## config.mk

```make
export PLATFORM = sky130hd
export DESIGN_NAME = pcsz_back_flat
export DESIGN_NICKNAME = d
export VERILOG_FILES = /design/src/hdl/pcsz_pkg.sv /design/src/hdl/pcsz_if.sv /design/src/hdl/pcsz_back.sv /design/src/flat_wrapper.sv
export SDC_FILE = /design/constraint.sdc
export NUM_CORES = 2
export LEC_CHECK = 0
export BUFFER_PORTS_ARGS = -buffer_cell sky130_fd_sc_hd__buf_2
export CAP_MARGIN = 20
export CORE_MARGIN = 10
export CORE_UTILIZATION = 60
export CTS_CLUSTER_DIAMETER = 100
export CTS_CLUSTER_SIZE = 30
export DETAILED_ROUTE_END_ITERATION = 8
export PLACE_DENSITY = 0.82
export SYNTH_ARGS = -nofsm -noshare
export SYNTH_HDL_FRONTEND = slang
export SYNTH_SLANG_ARGS = --single-unit
export TNS_END_PERCENT = 50
```

## constraint.sdc

```tcl
create_clock -name clock -period 20.2 [get_ports clock]
set_clock_uncertainty 0.2 [all_clocks]
set_input_delay 0 -clock clock [delete_from_list [all_inputs] [get_ports clock]]
set_output_delay 0 -clock clock [all_outputs]
set_load 0.01 [all_outputs]
```

## src/hdl/pcsz_pkg.sv

```systemverilog
`timescale 1ns / 1ps
// Shared types and constants for the safety zone check.
package pcsz_pkg;

   localparam int unsigned LIMIT_W     = 31;
   localparam int unsigned DSQ_W       = 63;
   localparam int unsigned XB_W        = 32;
   localparam int unsigned FACTOR_W    = 17;
   localparam int unsigned ROOT_W      = 32;
   localparam int unsigned QUEUE_DEPTH = 4;
   localparam int unsigned QPTR_W      = 2;
   localparam int unsigned CSR_IDX_W   = 4;
   localparam int unsigned CSR_DATA_W  = 64;

   localparam logic [FACTOR_W-1:0] FULL_SPEED   = 17'd65536;
   localparam logic [13:0]         NEAR_ZERO_SQ = 14'd4295;

   localparam logic [CSR_IDX_W-1:0] REG_ROW_X     = 4'd0;
   localparam logic [CSR_IDX_W-1:0] REG_ROW_Y     = 4'd1;
   localparam logic [CSR_IDX_W-1:0] REG_ROW_Z     = 4'd2;
   localparam logic [CSR_IDX_W-1:0] REG_HEIGHT    = 4'd3;
   localparam logic [CSR_IDX_W-1:0] REG_CONE_COS  = 4'd4;
   localparam logic [CSR_IDX_W-1:0] REG_CRITICAL  = 4'd5;
   localparam logic [CSR_IDX_W-1:0] REG_SLOWDOWN  = 4'd6;
   localparam logic [CSR_IDX_W-1:0] REG_INV_BAND  = 4'd7;

   typedef struct packed {
      logic [63:0]        row_x;
      logic [63:0]        row_y;
      logic [63:0]        row_z;
      logic [31:0]        height_band;
      logic [15:0]        cone_cosine;
      logic [LIMIT_W-1:0] critical_limit;
      logic [LIMIT_W-1:0] slowdown_limit;
      logic [31:0]        inverse_band;
   } cfg_type;

   // One classified point handed from the front to the back.
   typedef struct packed {
      logic              keep;
      logic              fwd;
      logic              last;
      logic [XB_W-1:0]   xb;
      logic [DSQ_W-1:0]  dsq;
   } entry_type;

   typedef struct packed {
      logic full;
      logic empty;
   } queue_status_type;

   typedef enum logic [5:0] {
      ST_IDLE = 6'b000001,
      ST_SQRT = 6'b000010,
      ST_CONE = 6'b000100,
      ST_TEST = 6'b001000,
      ST_FACT = 6'b010000,
      ST_DONE = 6'b100000
   } back_state_type;

endpackage

```

## src/hdl/pcsz_if.sv

```systemverilog


interface pcsz_result_if;
   logic        valid;
   logic        ready;
   logic [16:0] factor;
   logic        stop;
   modport source (output valid, factor, stop, input ready);
   modport sink   (input valid, factor, stop, output ready);
endinterface


```

## src/hdl/pcsz_back.sv

```systemverilog
`timescale 1ns / 1ps
// Back end: square root, cone test, speed factor and result register.
module pcsz_back
   import pcsz_pkg::*;
(
   input  logic             clock,
   input  logic             reset,
   input  cfg_type          cfg,
   input  entry_type        head,
   input  queue_status_type qstat,
   output logic             pop,
   pcsz_result_if.source    rsp
);

   back_state_type state_ff, state_in;
   entry_type      cur_ff, cur_in;
   logic [63:0]    val_ff, val_in;
   logic [ROOT_W+1:0] rem_ff, rem_in;
   logic [ROOT_W-1:0] root_ff, root_in;
   logic [4:0]     cnt_ff, cnt_in;
   logic signed [48:0] rhs_ff, rhs_in;
   logic [62:0]    prod_ff, prod_in;
   logic [FACTOR_W-1:0] minf_ff, minf_in;
   logic           stopped_ff, stopped_in;
   logic           rv_ff, rv_in;
   logic [FACTOR_W-1:0] rf_ff, rf_in;
   logic           rs_ff, rs_in;

   logic [ROOT_W+1:0]  rtry, trial;
   logic signed [48:0] lhs;
   logic               cone_ok;
   logic [46:0]        fraw;
   logic [FACTOR_W-1:0] fsat;
   logic               out_free;

   assign rsp.valid  = rv_ff;
   assign rsp.factor = rf_ff;
   assign rsp.stop   = rs_ff;

   always_comb begin
      state_in   = state_ff;
      cur_in     = cur_ff;
      val_in     = val_ff;
      rem_in     = rem_ff;
      root_in    = root_ff;
      cnt_in     = cnt_ff;
      rhs_in     = rhs_ff;
      prod_in    = prod_ff;
      minf_in    = minf_ff;
      stopped_in = stopped_ff;
      rv_in      = rv_ff && !rsp.ready;
      rf_in      = rf_ff;
      rs_in      = rs_ff;
      pop        = 1'b0;
      out_free   = !rv_ff || rsp.ready;

      rtry    = {rem_ff[ROOT_W-1:0], val_ff[63:62]};
      trial   = {root_ff, 2'b01};
      lhs     = 49'(signed'(cur_ff.xb)) <<< 15;
      cone_ok = cur_ff.fwd ? (lhs >= rhs_ff) : (lhs <= -rhs_ff);
      fraw    = prod_ff[62:16];
      fsat    = (fraw > 47'(FULL_SPEED)) ? FULL_SPEED : fraw[FACTOR_W-1:0];

      unique case (state_ff)
         ST_IDLE: begin
            if (!qstat.empty) begin
               pop     = 1'b1;
               cur_in  = head;
               val_in  = {1'b0, head.dsq};
               rem_in  = '0;
               root_in = '0;
               cnt_in  = '0;
               state_in = (head.keep && !stopped_ff) ? ST_SQRT : ST_DONE;
            end
         end
         ST_SQRT: begin
            // one root bit per cycle
            if (rtry >= trial) begin
               rem_in  = rtry - trial;
               root_in = {root_ff[ROOT_W-2:0], 1'b1};
            end else begin
               rem_in  = rtry;
               root_in = {root_ff[ROOT_W-2:0], 1'b0};
            end
            val_in = {val_ff[61:0], 2'b00};
            cnt_in = cnt_ff + 1'b1;
            if (cnt_ff == 5'd31) state_in = ST_CONE;
         end
         ST_CONE: begin
            rhs_in   = 49'(signed'({1'b0, root_ff})) * 49'(signed'(cfg.cone_cosine));
            state_in = ST_TEST;
         end
         ST_TEST: begin
            prod_in = 63'(root_ff - ROOT_W'(cfg.critical_limit)) * 63'(cfg.inverse_band);
            if (!cone_ok) begin
               state_in = ST_DONE;
            end else if (root_ff <= ROOT_W'(cfg.critical_limit)) begin
               stopped_in = 1'b1;
               state_in   = ST_DONE;
            end else begin
               state_in = ST_FACT;
            end
         end
         ST_FACT: begin
            if (fsat < minf_ff) minf_in = fsat;
            state_in = ST_DONE;
         end
         ST_DONE: begin
            if (!cur_ff.last) begin
               state_in = ST_IDLE;
            end else if (out_free) begin
               rv_in      = 1'b1;
               rf_in      = stopped_ff ? '0 : minf_ff;
               rs_in      = stopped_ff;
               minf_in    = FULL_SPEED;
               stopped_in = 1'b0;
               state_in   = ST_IDLE;
            end
         end
         default: state_in = ST_IDLE;
      endcase
   end

   always_ff @(posedge clock) begin
      if (reset) begin
         state_ff   <= ST_IDLE;
         minf_ff    <= FULL_SPEED;
         stopped_ff <= 1'b0;
         rv_ff      <= 1'b0;
      end else begin
         state_ff   <= state_in;
         minf_ff    <= minf_in;
         stopped_ff <= stopped_in;
         rv_ff      <= rv_in;
      end
      cur_ff  <= cur_in;
      val_ff  <= val_in;
      rem_ff  <= rem_in;
      root_ff <= root_in;
      cnt_ff  <= cnt_in;
      rhs_ff  <= rhs_in;
      prod_ff <= prod_in;
      rf_ff   <= rf_in;
      rs_ff   <= rs_in;
   end

endmodule

```

## src/flat_wrapper.sv

```systemverilog
// flat-port wrapper written by rule: the top's interface ports become plain ports
module pcsz_back_flat import pcsz_pkg::*;
  (clock, reset, cfg, head, qstat, pop, rsp_valid, rsp_factor, rsp_stop, rsp_ready);
  pcsz_result_if rsp_i ();
  input  logic clock;
  input  logic reset;
  input  cfg_type cfg;
  input  entry_type head;
  input  queue_status_type qstat;
  output logic pop;
  output wire logic [$bits(rsp_i.valid)-1:0] rsp_valid;
  output wire logic [$bits(rsp_i.factor)-1:0] rsp_factor;
  output wire logic [$bits(rsp_i.stop)-1:0] rsp_stop;
  input wire logic [$bits(rsp_i.ready)-1:0] rsp_ready;
  assign rsp_valid = rsp_i.valid;
  assign rsp_factor = rsp_i.factor;
  assign rsp_stop = rsp_i.stop;
  assign rsp_i.ready = rsp_ready;
  pcsz_back u_core (.clock(clock), .reset(reset), .cfg(cfg), .head(head), .qstat(qstat), .pop(pop), .rsp(rsp_i));
endmodule
```

==> impl_metrics.py <==
metrics = {
    "critical_path": {
        "endpoint_kind": "register",
        "timing.rr.start": "u_core.root_ff[0]",
        "critPathLaunch": "u_core.root_ff[0]",
        "path_class": "reg -> reg",
        "cp_common_cell": "fa_1",
        "critical-path-top-delay-family": "compound AO/OA/AOI/OAI gates",
        "startpoint_type": "register",
        "worst-path-buf-inv": 7,
        "critPathRequiredTime_ps": 20330,
        "crit_slowest_cell": "a211oi_1",
        "critPathMaxStageDelay_ps": 950,
        "crit_fanout": 32,
        "crit_arrival_ps": 13570,
    },
    "timing": {
        "finalSetupTns_ps": 0,
        "grt_setup_unrepaired": "false",
        "setup_ws_ps": 6760,
        "min_period_ps": 13440,
        "period_share_pct": 66.5,
        "finalSetupViolations": 0,
        "timing.final.hold_violations": 0,
        "slew-limit-headroom_pct": 19.2,
        "slew_violations": 0,
        "tightestPinTransition_ps": 1200,
        "clock.fmax_mhz": 74.4,
    },
    "synthesis": {
        "synthMuxAreaShare_pct": 0.190,
        "synth_top_area_cell": "fa_1",
        "synth_ff_type": "edfxtp_1",
        "synthArstFlopShare_pct": 0,
        "synthTopCellsByArea": "fa_1 (44%), edfxtp_1 (12%), inv_1 (9.0%), ha_1 (8.3%), nand2_1 (6.6%)",
        "synth_compound_area_share_pct": 5.30,
        "synth_top_family_by_area": "adder cells",
        "synth_fp_nets": 9755,
        "synth_seq_cells": 306,
        "ys_types": 78,
        "syn_area_mm2": 0.0690,
        "syn_area_per_cell_um2": 9.38,
        "yosys_warnings": 0,
        "synth.most_common_cell": "inv_1",
        "synthSimpleGateAreaFrac_pct": 16.1,
        "yosys-top-cells-count": "inv_1 (1654), fa_1 (1509), nand2_1 (1212)",
        "yosys.area_share.xor_xnor_pct": 2.53,
        "synthCells": 7351,
        "synth_edf_count": 281,
        "synth_fa_ha_area_share_pct": 52.1,
        "ys_seq_area_share_pct": 13.0,
        "yosys.area.top_type_share_pct": 43.8,
    },
    "cts": {
        "cts_setup_buffers": 0,
        "numCtsBuffers": 18,
        "htreeDepth": 1,
        "clk_pin_slew_ps": 120,
        "root_buffer": "clkbuf_16",
        "clock_path_buffers": 3,
        "tritoncts": "yes",
        "insertion_delay_ps": 580,
        "cts.sinks": 306,
        "cts_resized": 0,
    },
    "routing": {
        "initialDrtViolationCount": 4206,
        "ant_nets": 0,
        "wl_per_cell_um": 20.4,
        "drcViolationCount": 0,
        "drt_first_pass_iters": 7,
        "viasPerCell": 5.72,
        "totalWireLength_mm": 184,
        "vias": 51600,
    },
    "outcome": {
        "status": "finished, final reports clean",
    },
    "worst_hold_path": {
        "hold_path_class": "in -> reg",
        "min_from": "head[55]",
    },
    "floorplanning": {
        "num_rows": 124,
        "die_y_um": 359,
        "core_area_mm2": 0.114,
        "fp.dieArea_mm2": 0.129,
        "start_util_pct": 60.4,
        "die_w_um": 359,
        "io_pins": 457,
    },
    "grt": {
        "grt_first_pass_wirelength_mm": 299,
        "grt_pass1_vias": 56800,
        "grtUsageTotal_pct": 28.9,
        "grt_max_degree": 69,
        "gr-total-overflow": 0,
        "antenna_found_initial": 24,
    },
    "run": {
        "drv_cap": 0,
    },
    "placement": {
        "port_buffers": 200,
        "finalWeightedCongestion": 0.925,
        "place_hpwl_mm": 136,
        "dp_slack_ps": 7170,
    },
    "final_layout": {
        "drive_gt1_share_pct": 4.88,
        "num-nets-final": 9893,
        "syn2layout_area_growth_pct": 7.08,
        "nFillCells": 8859,
    },
}
[per-layer routing]
metal | track usage, % | up-vias | wire [µm]
li1 | - | 22300 | -
met5 | 0 | - | 179
met1 | 35.9 | 25800 | 66800
met3 | 8.77 | 690 | 22200
met4 | 11.6 | 34 | 8870
met2 | 46.9 | 2780 | 85700
[cell type report]
| class | instances | area [µm²] | area share, % |
|---|---|---|---|
| Clock buffer | 20 | 479 | 0.649 |
| Timing Repair Buffer | 444 | 3280 | 4.45 |
| Tap cell | 1512 | 1890 | 2.56 |
| Sequential cell | 306 | 8940 | 12.1 |
| Multi-Input combinational cell | 5065 | 52900 | 71.6 |
| Inverter | 1654 | 6210 | 8.41 |
| Clock inverter | 11 | 178 | 0.241 |
| Antenna cell | 6 | 15.0 | 0.0203 |
[worst min-delay path, stage by stage]
cell	delay, ps
dlygate4sd3_1	520
buf_2	100
nand2_1	40
nand2_1	60
[cells in the final DEF, fill, tap and decap left out, types with 22 or more instances in the layout]
cell type         n
a21o_1          114
a21oi_1         169
and2_1          594
buf_2           200
buf_4            70
dfxtp_1          25
dlygate4sd3_1   172
edfxtp_1        281
fa_1           1509
ha_1            458
inv_1          1653
nand2_1        1212
nand2b_1         52
nand3_1          38
nand4_1          38
nor2_1          185
nor2b_1          63
nor3_1           39
nor4_1           26
o21a_1           22
o21ai_0          74
xnor2_1         125
xor2_1           44
[sequential cells by signal, indices dropped and copies added, names as in the netlist]
signal / count
u_core.cnt_ff: 5
u_core.cur_ff: 34
u_core.minf_ff: 17
u_core.prod_ff: 47
u_core.rem_ff: 32
u_core.rhs_ff: 49
u_core.root_ff: 32
u_core.rsp.factor: 17
u_core.rsp.stop: 1
u_core.rsp.valid: 1
u_core.state_ff: 6
u_core.stopped_ff: 1
u_core.val_ff: 64
[worst paths after layout]
| check | slack, ps | to | depth (start not counted) |
|---|---|---|---|
| min | 30 | u_core.val_ff[55] | 4 |
| max reg2reg | 6760 | u_core.prod_ff[47] | 38 |
| max | 6760 | u_core.prod_ff[47] | 38 |
| min reg2reg | 290 | u_core.minf_ff[7] | 1 |
[cell families (layout without fill, tap and decap cells)]
family                   count (synthesis)  count (layout)
AND/OR/NAND/NOR                       2331            2331
flip-flops                             306             306
adder cells (fa/ha/maj)               1967            1967
AO/OA/AOI/OAI                          556             556
buffers and inverters                 1980            2129
other                                    0               6
multiplexers                            13              13
XOR/XNOR                               198             198
[stage by stage]
stage                     hold WS, ps  instances  cell area, µm²  utilization (%)
final                            27.9       9018           73900             64.7
after global routing             35.3       9015           73900             64.7
after CTS                     0.00838       9011           73800             64.7
after detailed placement        -21.6       8808           71500             62.6
after global placement          -21.9       8807           71400             62.6
after floorplan                  -101       7351           69000                -
[what timing repair did]
item / CTS / global route
hold buffers: 172 / 0
setup endpoints to repair: 0 / 0
hold endpoints to repair: 157 / 0
Power is left out: the tool's default activity adds up to more than one toggle a clock period on the data nets, which glitch-free logic cannot reach.
