[src/hdl/pcsz_pkg.sv]
`timescale 1ns / 1ps
// Shared types and constants for the safety zone check.
package pcsz_pkg;

   localparam int unsigned LIMIT_W     = 31;
   localparam int unsigned DSQ_W       = 63;
   localparam int unsigned XB_W        = 32;
   localparam int unsigned FACTOR_W    = 17;
   localparam int unsigned ROOT_W      = 32;
   localparam int unsigned QUEUE_DEPTH = 4;
   localparam int unsigned QPTR_W      = 2;
   localparam int unsigned CSR_IDX_W   = 4;
   localparam int unsigned CSR_DATA_W  = 64;

   localparam logic [FACTOR_W-1:0] FULL_SPEED   = 17'd65536;
   localparam logic [13:0]         NEAR_ZERO_SQ = 14'd4295;

   localparam logic [CSR_IDX_W-1:0] REG_ROW_X     = 4'd0;
   localparam logic [CSR_IDX_W-1:0] REG_ROW_Y     = 4'd1;
   localparam logic [CSR_IDX_W-1:0] REG_ROW_Z     = 4'd2;
   localparam logic [CSR_IDX_W-1:0] REG_HEIGHT    = 4'd3;
   localparam logic [CSR_IDX_W-1:0] REG_CONE_COS  = 4'd4;
   localparam logic [CSR_IDX_W-1:0] REG_CRITICAL  = 4'd5;
   localparam logic [CSR_IDX_W-1:0] REG_SLOWDOWN  = 4'd6;
   localparam logic [CSR_IDX_W-1:0] REG_INV_BAND  = 4'd7;

   typedef struct packed {
      logic [63:0]        row_x;
      logic [63:0]        row_y;
      logic [63:0]        row_z;
      logic [31:0]        height_band;
      logic [15:0]        cone_cosine;
      logic [LIMIT_W-1:0] critical_limit;
      logic [LIMIT_W-1:0] slowdown_limit;
      logic [31:0]        inverse_band;
   } cfg_type;

   // One classified point handed from the front to the back.
   typedef struct packed {
      logic              keep;
      logic              fwd;
      logic              last;
      logic [XB_W-1:0]   xb;
      logic [DSQ_W-1:0]  dsq;
   } entry_type;

   typedef struct packed {
      logic full;
      logic empty;
   } queue_status_type;

   typedef enum logic [5:0] {
      ST_IDLE = 6'b000001,
      ST_SQRT = 6'b000010,
      ST_CONE = 6'b000100,
      ST_TEST = 6'b001000,
      ST_FACT = 6'b010000,
      ST_DONE = 6'b100000
   } back_state_type;

endpackage

[src/hdl/pcsz_queue.sv]
`timescale 1ns / 1ps
// Short queue of classified points between front and back.
module pcsz_queue
   import pcsz_pkg::*;
(
   input  logic             clock,
   input  logic             reset,
   input  logic             push,
   input  entry_type        push_entry,
   input  logic             pop,
   output entry_type        head,
   output queue_status_type qstat
);

   entry_type         mem_ff [QUEUE_DEPTH];
   logic [QPTR_W-1:0] wr_ff, wr_in, rd_ff, rd_in;
   logic [QPTR_W:0]   cnt_ff, cnt_in;

   always_comb begin
      qstat.full  = (cnt_ff == (QPTR_W+1)'(QUEUE_DEPTH));
      qstat.empty = (cnt_ff == '0);
      head        = mem_ff[rd_ff];
      wr_in       = push ? wr_ff + 1'b1 : wr_ff;
      rd_in       = pop  ? rd_ff + 1'b1 : rd_ff;
      cnt_in      = cnt_ff + (QPTR_W+1)'(push) - (QPTR_W+1)'(pop);
   end

   always_ff @(posedge clock) begin
      if (reset) begin
         wr_ff  <= '0;
         rd_ff  <= '0;
         cnt_ff <= '0;
      end else begin
         wr_ff  <= wr_in;
         rd_ff  <= rd_in;
         cnt_ff <= cnt_in;
      end
      if (push) mem_ff[wr_ff] <= push_entry;
   end

endmodule

[config.mk]
export PLATFORM = sky130hd
export DESIGN_NAME = pcsz_queue
export DESIGN_NICKNAME = d
export VERILOG_FILES = /design/src/hdl/pcsz_pkg.sv /design/src/hdl/pcsz_queue.sv
export SDC_FILE = /design/constraint.sdc
export NUM_CORES = 1
export LEC_CHECK = 0
export BUFFER_PORTS_ARGS = -buffer_cell sky130_fd_sc_hd__buf_2
export CORE_AREA = 2 2 145 175
export CTS_CLUSTER_SIZE = 14
export DETAILED_ROUTE_END_ITERATION = 12
export DIE_AREA = 0 0 147 177
export GPL_ROUTABILITY_DRIVEN = 0
export PLACE_DENSITY = 0.95
export SYNTH_ARGS = -nofsm -noshare
export SYNTH_HDL_FRONTEND = slang
export SYNTH_SLANG_ARGS = --single-unit
export TNS_END_PERCENT = 5
[constraint.sdc]
create_clock -name clock -period 4.8 [get_ports clock]
set_input_delay 0.48 -clock clock [delete_from_list [all_inputs] [get_ports clock]]
set_output_delay 0.48 -clock clock [all_outputs]
set_load 0.03 [all_outputs]
==> impl_metrics.env, run 1 <==
export IMPL_peakVddDrop_v=0.0004616
export IMPL_vias=6588
export IMPL_ios=202
export IMPL_layout_commonest_cell="edfxtp_1"
export IMPL_yosys_area_top_type="edfxtp_1"
export IMPL_area_growth_pct=17.14
export IMPL_worst_pin_slew_ns=1.029
export IMPL_p_comb_share_pct=11.6
export IMPL_fill_cells=1416
export IMPL_synth_area_top_cells="edfxtp_1 81%, mux4_2 15%, dfxtp_1 1.2%"
export IMPL_cts_buffer_depth=3
export IMPL_post_cts_resize_count=0
export IMPL_status="finished, final reports clean"
export IMPL_coreArea_sq_um=24440
export IMPL_clockRootBuffer="clkbuf_16"
export IMPL_criticalPathCategory="flip-flop to output port"
export IMPL_yosys_warnings=0
export IMPL_path_clk_slew_ns=0.06
export IMPL_initial_core_util_pct=59.56
export IMPL_yosys_area_top_type_share_pct=80.87
export IMPL_switchingPower_w=0.001772
export IMPL_synthCells=554
export IMPL_postCtsHoldBufs=0
export IMPL_fmax_mhz=305.3
export IMPL_drt_iter0_markers=537
export IMPL_synth_nets=663
export IMPL_first_pass_iters=6
export IMPL_hold_violations=0
export IMPL_finalSetupViolCount=0
export IMPL_first_global_vias=7131
export IMPL_cts_setup_buffers=0
export IMPL_drive_above_1_share_pct=44.97
export IMPL_cap_violations=0
export IMPL_ys_ff_latch=401
export IMPL_final_max_slew_viol_count=0
export IMPL_synth_area_sq_um=14560
export IMPL_cts_tree="built"
export IMPL_yosysUniqueCellTypes=21
export IMPL_crit_fanout=50
export IMPL_grtUsageTotal_pct=21.51
export IMPL_cp_required_ns=4.32
export IMPL_vias_per_cell=5.820
export IMPL_hold_ws_ns=0.1935
export IMPL_cp_arrival_ns=2.80
export IMPL_cts_sinks=401
export IMPL_min_period_over_period_pct=68.25
export IMPL_dp_hpwl_microns=17060
export IMPL_intPower_w=0.005907
export IMPL_cts_buffers=37
export IMPL_ys_seq_area_share_pct=82.11
export IMPL_detail_route_antenna_nets=0
export IMPL_final_cell_mix="392 x edfxtp_1, 201 x buf_2, 98 x mux4_2"
export IMPL_fp_dieArea_sq_um=26020
export IMPL_die_h_microns=177
export IMPL_grt_pass1_wl_microns=41260
export IMPL_clkLatencyLatePin_ns=0.50
export IMPL_slew_headroom_pct=31.43
export IMPL_p_leak_nw=5.738
export IMPL_port_buffer_count=201
export IMPL_end_kind="output port"
export IMPL_fin_tns_setup_ns=0
export IMPL_worstSetupStartpointType="flip-flop"
export IMPL_grt_max_degree=61
export IMPL_finClkSkew_ns=0.01281
export IMPL_final_nets=893
export IMPL_rows=63
export IMPL_wl_microns=27650
export IMPL_swShare_pct=23.08
export IMPL_ctsHtreeMaxLevel=2
export IMPL_power_density_nw_per_um2=450.4
export IMPL_clock_power_share_pct=34.9
export IMPL_fin_crit_ns=3.276
export IMPL_grt_ovfl_total=0
export IMPL_drc=0
export IMPL_synth_area_per_cell_sq_um=26.27
export IMPL_reg2reg_setup_slack_ns=2.63
export IMPL_antenna_found_initial=2
export IMPL_rsz0062_at_grt="no"
export IMPL_min_path_type="primary input to flip-flop"
export IMPL_sequentialPowerShare_pct=53.6
export IMPL_routedWlPerCell_microns=24.42
export IMPL_die_x_microns=147
## sequential cells by signal, summed over array words and instances, names as in the netlist, named ones only
register  flops
cnt_ff        3
mem_ff      392
rd_ff         2
wr_ff         2
## kinds of logic after synthesis
kind of cell               count (synthesis)  synth area share, %
AOI/OAI and AO/OA                          2               0.1031
xor gates and xnor gates                   3               0.2837
adders and majority gates                  7               0.6533
buffers and inverters                     28                1.100
DFF                                      401                82.11
muxes                                     99                15.23
and+or+nand+nor                           14               0.5158
## critical path, stage by stage (launching register included)
cell and delay (ns):
dfxtp_4 1.04, buf_4 0.45, mux4_2 0.58, buf_2 0.20
## area by class of cell
type                    count  area (sq um)  area share, %
multi-input cells         125          2454          14.39
repair buffers            213          1109          6.502
well taps                 325         406.6          2.385
diodes                      2         5.005        0.02935
inverters                   6         22.52         0.1321
clock inverters            12         107.6         0.6311
clock buffers              48         987.2          5.790
flip-flops and latches    401         11960          70.14
## per-stage QoR
stage	total power, W	area, sq um	instances	util, %	setup slack [ns]
after floorplan	0.004782	14560	554	-	1.524
after global placement	0.005032	15950	1070	65.27	1.984
after detailed placement	0.005082	15950	1070	65.27	1.990
after CTS	0.007750	17050	1130	69.75	1.416
after global routing	0.007914	17050	1130	69.75	1.270
final	0.007680	17050	1132	69.77	1.524
## synthesized netlist by cell type
cell,instances
a21bo_2,1
a21oi_1,1
and2_1,4
and3_1,1
buf_2,11
buf_6,1
buf_8,3
clkbuf_1,7
dfxtp_1,9
edfxtp_1,392
fa_1,1
ha_1,6
inv_1,6
mux2i_1,1
mux4_2,98
nand3b_1,1
nor2_1,5
nor2b_1,2
nor3_1,1
xnor2_1,2
xor3_1,1
## power groups by stage
stage / Clock [W] / Combinational [W] / Sequential [W]
after global placement: 0 / 0.000863 / 0.00417
after CTS: 0.00273 / 0.000900 / 0.00412
after global routing: 0.00285 / 0.000936 / 0.00413
after floorplan: 0 / 0.000644 / 0.00414
final: 0.00268 / 0.000888 / 0.00411
after detailed placement: 0 / 0.000893 / 0.00419
## path summary, 6_finish.rpt
check                               startpoint             to  cells after the start
worst max-delay path                 flip-flop       head[50]                      3
worst min register to register        wr_ff[0]       wr_ff[0]                      2
worst max register to register        wr_ff[0]  mem_ff[1][16]                      3
worst min-delay path            push_entry[43]  mem_ff[1][43]                      1
## metal layers
metal | share of wire, % | vias up | track usage (%) | routed length, microns
met3 | 7.2 | 42 | 4.923 | 1989
li1 | - | 2835 | - | -
met4 | 2.2 | 0 | 6.210 | 607
met5 | 0 | - | 0 | 0
met1 | 37 | 3413 | 27.10 | 10240
met2 | 54 | 298 | 38.11 | 14810
(Power assumes the default switching activity.)
==> run 2, diff against run 1 <==
Settings changed: CORE_AREA 2 2 145 175 to 2 2 158 191, DIE_AREA 0 0 147 177 to 0 0 160 193, PLACE_DENSITY 0.95 to 0.86.
Clock period 4.8 ns to 2.9 ns, I/O delays scaled along.
==> impl_metrics.env, run 2 (synthesis gave the netlist of run 1 again) <==
export IMPL_status="finished, final reports clean"
export IMPL_peakVddDrop_v=0.0005530
export IMPL_antenna_found_initial=1
export IMPL_cp_required_ns=2.61
export IMPL_cp_arrival_ns=2.13
export IMPL_final_cell_mix="392 x edfxtp_1, 201 x buf_2, 98 x mux4_2, 98 x dlygate4sd3_1, 41 x clkbuf_16"
export IMPL_grtUsageTotal_pct=18.43
export IMPL_multiInputGateArea_sq_um=2454
export IMPL_cts_buffer_depth=3
export IMPL_ff_latch_area_sq_um=11960
export IMPL_final_max_slew_viol_count=0
export IMPL_grt_ovfl_total=0
export IMPL_largestRegisters="mem_ff (392), cnt_ff (3)"
export IMPL_cts_sinks=401
export IMPL_criticalPathCategory="flip-flop to output port"
export IMPL_pre_cts_ws_ns=0.9914
export IMPL_routedWlPerCell_microns=21.58
export IMPL_setup_slack_ns=0.4756
export IMPL_power_density_nw_per_um2=711.5
export IMPL_cts_tree="built"
export IMPL_wl_microns=28170
export IMPL_regMostFlops="mem_ff"
export IMPL_clkLatencyLatePin_ns=0.52
export IMPL_detail_route_antenna_nets=0
export IMPL_min_period_over_period_pct=83.60
export IMPL_die_h_microns=193
export IMPL_dp_hpwl_microns=15360
export IMPL_fmax_mhz=412.5
export IMPL_slew_headroom_pct=56.68
export IMPL_cts_buffers=39
export IMPL_port_buffer_count=201
export IMPL_fin_crit_ns=2.424
export IMPL_rsz0062_at_grt="no"
export IMPL_layout_commonest_cell="edfxtp_1"
export IMPL_worst_pin_slew_ns=0.6498
export IMPL_power_total_w=0.01299
export IMPL_ios=202
export IMPL_die_x_microns=160
export IMPL_hold_violations=0
export IMPL_area_growth_pct=25.42
export IMPL_grt_max_degree=60
export IMPL_coreArea_sq_um=29180
export IMPL_drt_iter0_markers=505
export IMPL_clockRootBuffer="clkbuf_16"
export IMPL_p_leak_nw=6.207
export IMPL_first_global_vias=7681
export IMPL_initial_core_util_pct=49.88
export IMPL_crit_fanout=57
export IMPL_vias=6948
export IMPL_final_nets=993
export IMPL_fp_dieArea_sq_um=30880
export IMPL_vias_per_cell=5.324
export IMPL_grt_pass1_wl_microns=42880
export IMPL_end_kind="output port"
export IMPL_drive_above_1_share_pct=40.48
export IMPL_min_path_type="primary input to flip-flop"
export IMPL_finalSetupViolCount=0
export IMPL_cap_violations=0
export IMPL_drc=0
export IMPL_first_pass_iters=4
export IMPL_fill_cells=1970
export IMPL_rows=69
export IMPL_post_cts_resize_count=0
export IMPL_ctsHtreeMaxLevel=2
export IMPL_worstSetupStartpointType="flip-flop"
export IMPL_finClkSkew_ns=0.01521
export IMPL_cts_setup_buffers=0
export IMPL_largest_register_ffs=392
export IMPL_path_clk_slew_ns=0.06
[run 2: cell count changes in the layout (fill, tap and decap cells not counted), sizes merged]
cell         previous run  this run
clkinv                  9        20
inv                     6         7
clkinvlp                1         2
diode                   2         1
bufinv                  2         0
dlygate4sd3             0        98
[run 2: through the flow]
stage | util, % | hold slack [ns] | area, sq um | cells | TNS, ns
floorplan | - | 0.3616 | 14560 | 554 | -106.90
global placement | 55.20 | 0.4983 | 16110 | 1135 | 0
detailed placement | 55.20 | 0.5067 | 16110 | 1135 | 0
CTS | 62.55 | 0.02229 | 18250 | 1304 | 0
global route | 62.56 | 0.03493 | 18260 | 1305 | 0
finish | 62.56 | 0.04204 | 18260 | 1305 | 0
[run 2: final cells by class]
type,count,share of cell area [%]
Clock buffer,48,5.764
Clock inverter,23,0.6169
Multi-Input combinational cell,125,13.44
Inverter,6,0.1234
Timing Repair Buffer,311,11.86
Tap cell,390,2.673
Sequential cell,401,65.51
Antenna cell,1,0.01371
[run 2: final timing paths]
path / startpoint / to / slack (ns) / cells past startpoint
setup / recovery: flip-flop / head[97] / 0.48 / 3
hold / removal: reset / cnt_ff[2] / 0.04 / 2
hold reg to reg: rd_ff[0] / flip-flop / 0.55 / 2
setup reg to reg: wr_ff[0] / mem_ff[0][71] / 1.19 / 4
[run 2: layer usage]
layer  vias to the layer above  global-route usage (%)  wire length [microns]
met1                      3605                   23.09                  10750
met2                       246                   32.48                  15110
met3                        42                   4.299                   1745
met4                         0                   5.579                    568
li1                       3055                       -                      -
met5                         -                       0                      0
[run 2: critical path, cell delays in order (launching register included)]
cell,delay (ns)
dfxtp_4,0.37
buf_12,0.36
mux4_2,0.60
buf_2,0.20
[run 2: timing repair]
item                                   in CTS  in global routing
setup endpoints to repair                   0                  0
endpoints found under the hold margin     392                  0
hold buffers                               98                  0
[run 2: where the power goes]
group | internal [W] | total [W] | switching [W]
logic | 0.000654 | 0.00165 | 0.000996
clock network | 0.00258 | 0.00460 | 0.00202
registers | 0.00666 | 0.00674 | 0.0000770
==> run 3, diff against run 2 <==
Clock period 2.9 ns to 2.1 ns, I/O delays scaled along.
==> impl_metrics.env, run 3 (synthesis gave the netlist of run 1 again) <==
export IMPL_finalNonFillerCells=1319
export IMPL_worstSetupStartpointType="flip-flop"
export IMPL_coreArea_sq_um=29180
export IMPL_min_period_over_period_pct=103.5
export IMPL_cpLargestDelayFamily="multiplexers"
export IMPL_pre_cts_ws_ns=0.4142
export IMPL_ios=202
export IMPL_first_pass_iters=5
export IMPL_cp_required_ns=1.89
export IMPL_drt_iter0_markers=480
export IMPL_peakVddDrop_v=0.0008314
export IMPL_status="finished, violations left"
export IMPL_path_buf_inv=3
export IMPL_initial_core_util_pct=49.88
export IMPL_clkLatencyLatePin_ns=0.52
export IMPL_final_cell_mix="392 x edfxtp_1, 129 x buf_2, 99 x dlygate4sd3_1"
export IMPL_worst_pin_slew_ns=0.4289
export IMPL_rows=69
export IMPL_detail_route_antenna_nets=0
export IMPL_port_buffer_count=201
export IMPL_cts_tree="built"
export IMPL_vias_per_cell=5.375
export IMPL_clockRootBuffer="clkbuf_16"
export IMPL_path_cells="buf_12, buf_16, mux4_2, buf_6"
export IMPL_regMostFlops="mem_ff"
export IMPL_end_kind="output port"
export IMPL_finalSetupViolCount=72
export IMPL_cts_sinks=401
export IMPL_crit_fanout=7
export IMPL_fp_dieArea_sq_um=30880
export IMPL_first_global_vias=7648
export IMPL_min_path_type="primary input to flip-flop"
export IMPL_crit_slowest_cell="mux4_2"
export IMPL_cts_buffers=38
export IMPL_grt_max_degree=63
export IMPL_ctsHtreeMaxLevel=2
export IMPL_fmax_mhz=460.2
export IMPL_drive_above_1_share_pct=41.27
export IMPL_max_stage_delay_ns=0.56
export IMPL_routedWlPerCell_microns=23.65
export IMPL_layout_commonest_cell="edfxtp_1"
export IMPL_area_growth_pct=31.63
export IMPL_drc=0
export IMPL_grt_ovfl_total=0
export IMPL_fill_cells=1833
export IMPL_failed_checks="setup timing"
export IMPL_p_leak_nw=6.547
export IMPL_power_total_w=0.01871
export IMPL_cts_buffer_depth=3
export IMPL_largestRegisters="mem_ff (392), cnt_ff (3)"
export IMPL_hold_violations=0
export IMPL_criticalPathCategory="flip-flop to output port"
export IMPL_worstHoldStart="pop"
export IMPL_path_clk_slew_ns=0.06
export IMPL_vias=7089
export IMPL_cp_arrival_ns=1.96
export IMPL_cap_violations=0
export IMPL_die_h_microns=193
export IMPL_rsz0062_at_grt="yes"
export IMPL_die_x_microns=160
export IMPL_fin_crit_ns=2.173
export IMPL_setup_slack_ns=-0.07311
export IMPL_place_inst=1144
export IMPL_final_nets=1011
export IMPL_rr_startpoint="cnt_ff[0]"
export IMPL_power_density_nw_per_um2=976.8
export IMPL_wl_microns=31200
export IMPL_grtUsageTotal_pct=20.05
export IMPL_finClkSkew_ns=0.01583
export IMPL_dp_hpwl_microns=16990
export IMPL_grt_pass1_wl_microns=45750
export IMPL_largest_register_ffs=392
export IMPL_slew_headroom_pct=71.41
export IMPL_antenna_found_initial=4
export IMPL_final_max_slew_viol_count=0
run 3: cell count changes in the layout (fill, tap and decap cells not counted):
| cell | before | now |
|---|---|---|
| buf_2 | 201 | 129 |
| clkinvlp_4 | 2 | 1 |
| buf_4 | 5 | 3 |
| buf_6 | 0 | 74 |
| clkbuf_16 | 41 | 40 |
| dlygate4sd3_1 | 98 | 99 |
| buf_16 | 0 | 5 |
| buf_12 | 7 | 19 |
| clkinv_2 | 7 | 1 |
| bufinv_16 | 0 | 4 |
run 3: worst paths after layout:
check              endpoint  slack (ns)  depth (start not counted)
setup / recovery   head[93]       -0.07                          4
hold / removal    flip-flop        0.02                          3
setup reg to reg  cnt_ff[2]        0.47                          7
hold reg to reg   flip-flop        0.54                          2
run 3: layout make-up:
cell class | count | area, sq um | share of cell area, %
clock buffers | 46 | 1002 | 5.231
clock inverters | 20 | 195.2 | 1.019
multi-input cells | 125 | 2454 | 12.81
well taps | 390 | 488.0 | 2.547
flip-flops and latches | 401 | 11960 | 62.42
diodes | 1 | 2.502 | 0.01306
repair buffers | 330 | 3035 | 15.84
inverters | 6 | 22.52 | 0.1176
run 3: per-stage QoR:
stage / instance area (sq um) / hold slack [ns] / util [%] / TNS (ns)
floorplan: 14560 / 0.2816 / - / -14.61
detailed placement: 16320 / 0.4235 / 55.94 / 0
CTS: 19090 / 0.002488 / 65.41 / -6.037
finish: 19160 / 0.02393 / 65.65 / -2.025
global placement: 16320 / 0.4194 / 55.94 / 0
global route: 19160 / 0.03844 / 65.65 / -9.377
run 3: per-layer routing:
metal	wire [microns]	global-route usage, %
met1	11310	23.28
met2	17130	37.16
met3	1830	4.642
met4	897	6.480
met5	37	0
run 3: power breakdown:
| part | internal (W) | switching [W] | total, W |
|---|---|---|---|
| logic | 0.00127 | 0.00150 | 0.00276 |
| clock network | 0.00388 | 0.00276 | 0.00664 |
| registers | 0.00920 | 0.000116 | 0.00931 |
| total | 0.0143 | 0.00437 | 0.0187 |
run 3: what timing repair did:
action                                  4_1_cts  5_1_grt
setup buffers                                 4        0
endpoints found under the hold margin       401        0
resized for setup                           139       12
cloned                                        4        1
hold buffers                                 99        0
endpoints found under the setup margin       98       98
pin swaps                                     0        0
run 3: worst register-to-register path: cells and delay by family (launching register included):
family	cells	cell delay [ns]
flip-flops	1	0.33
buffers and inverters	2	0.10
adder cells (fa/ha/maj)	3	0.85
XOR/XNOR	1	0.19
AND/OR/NAND/NOR	1	0.11
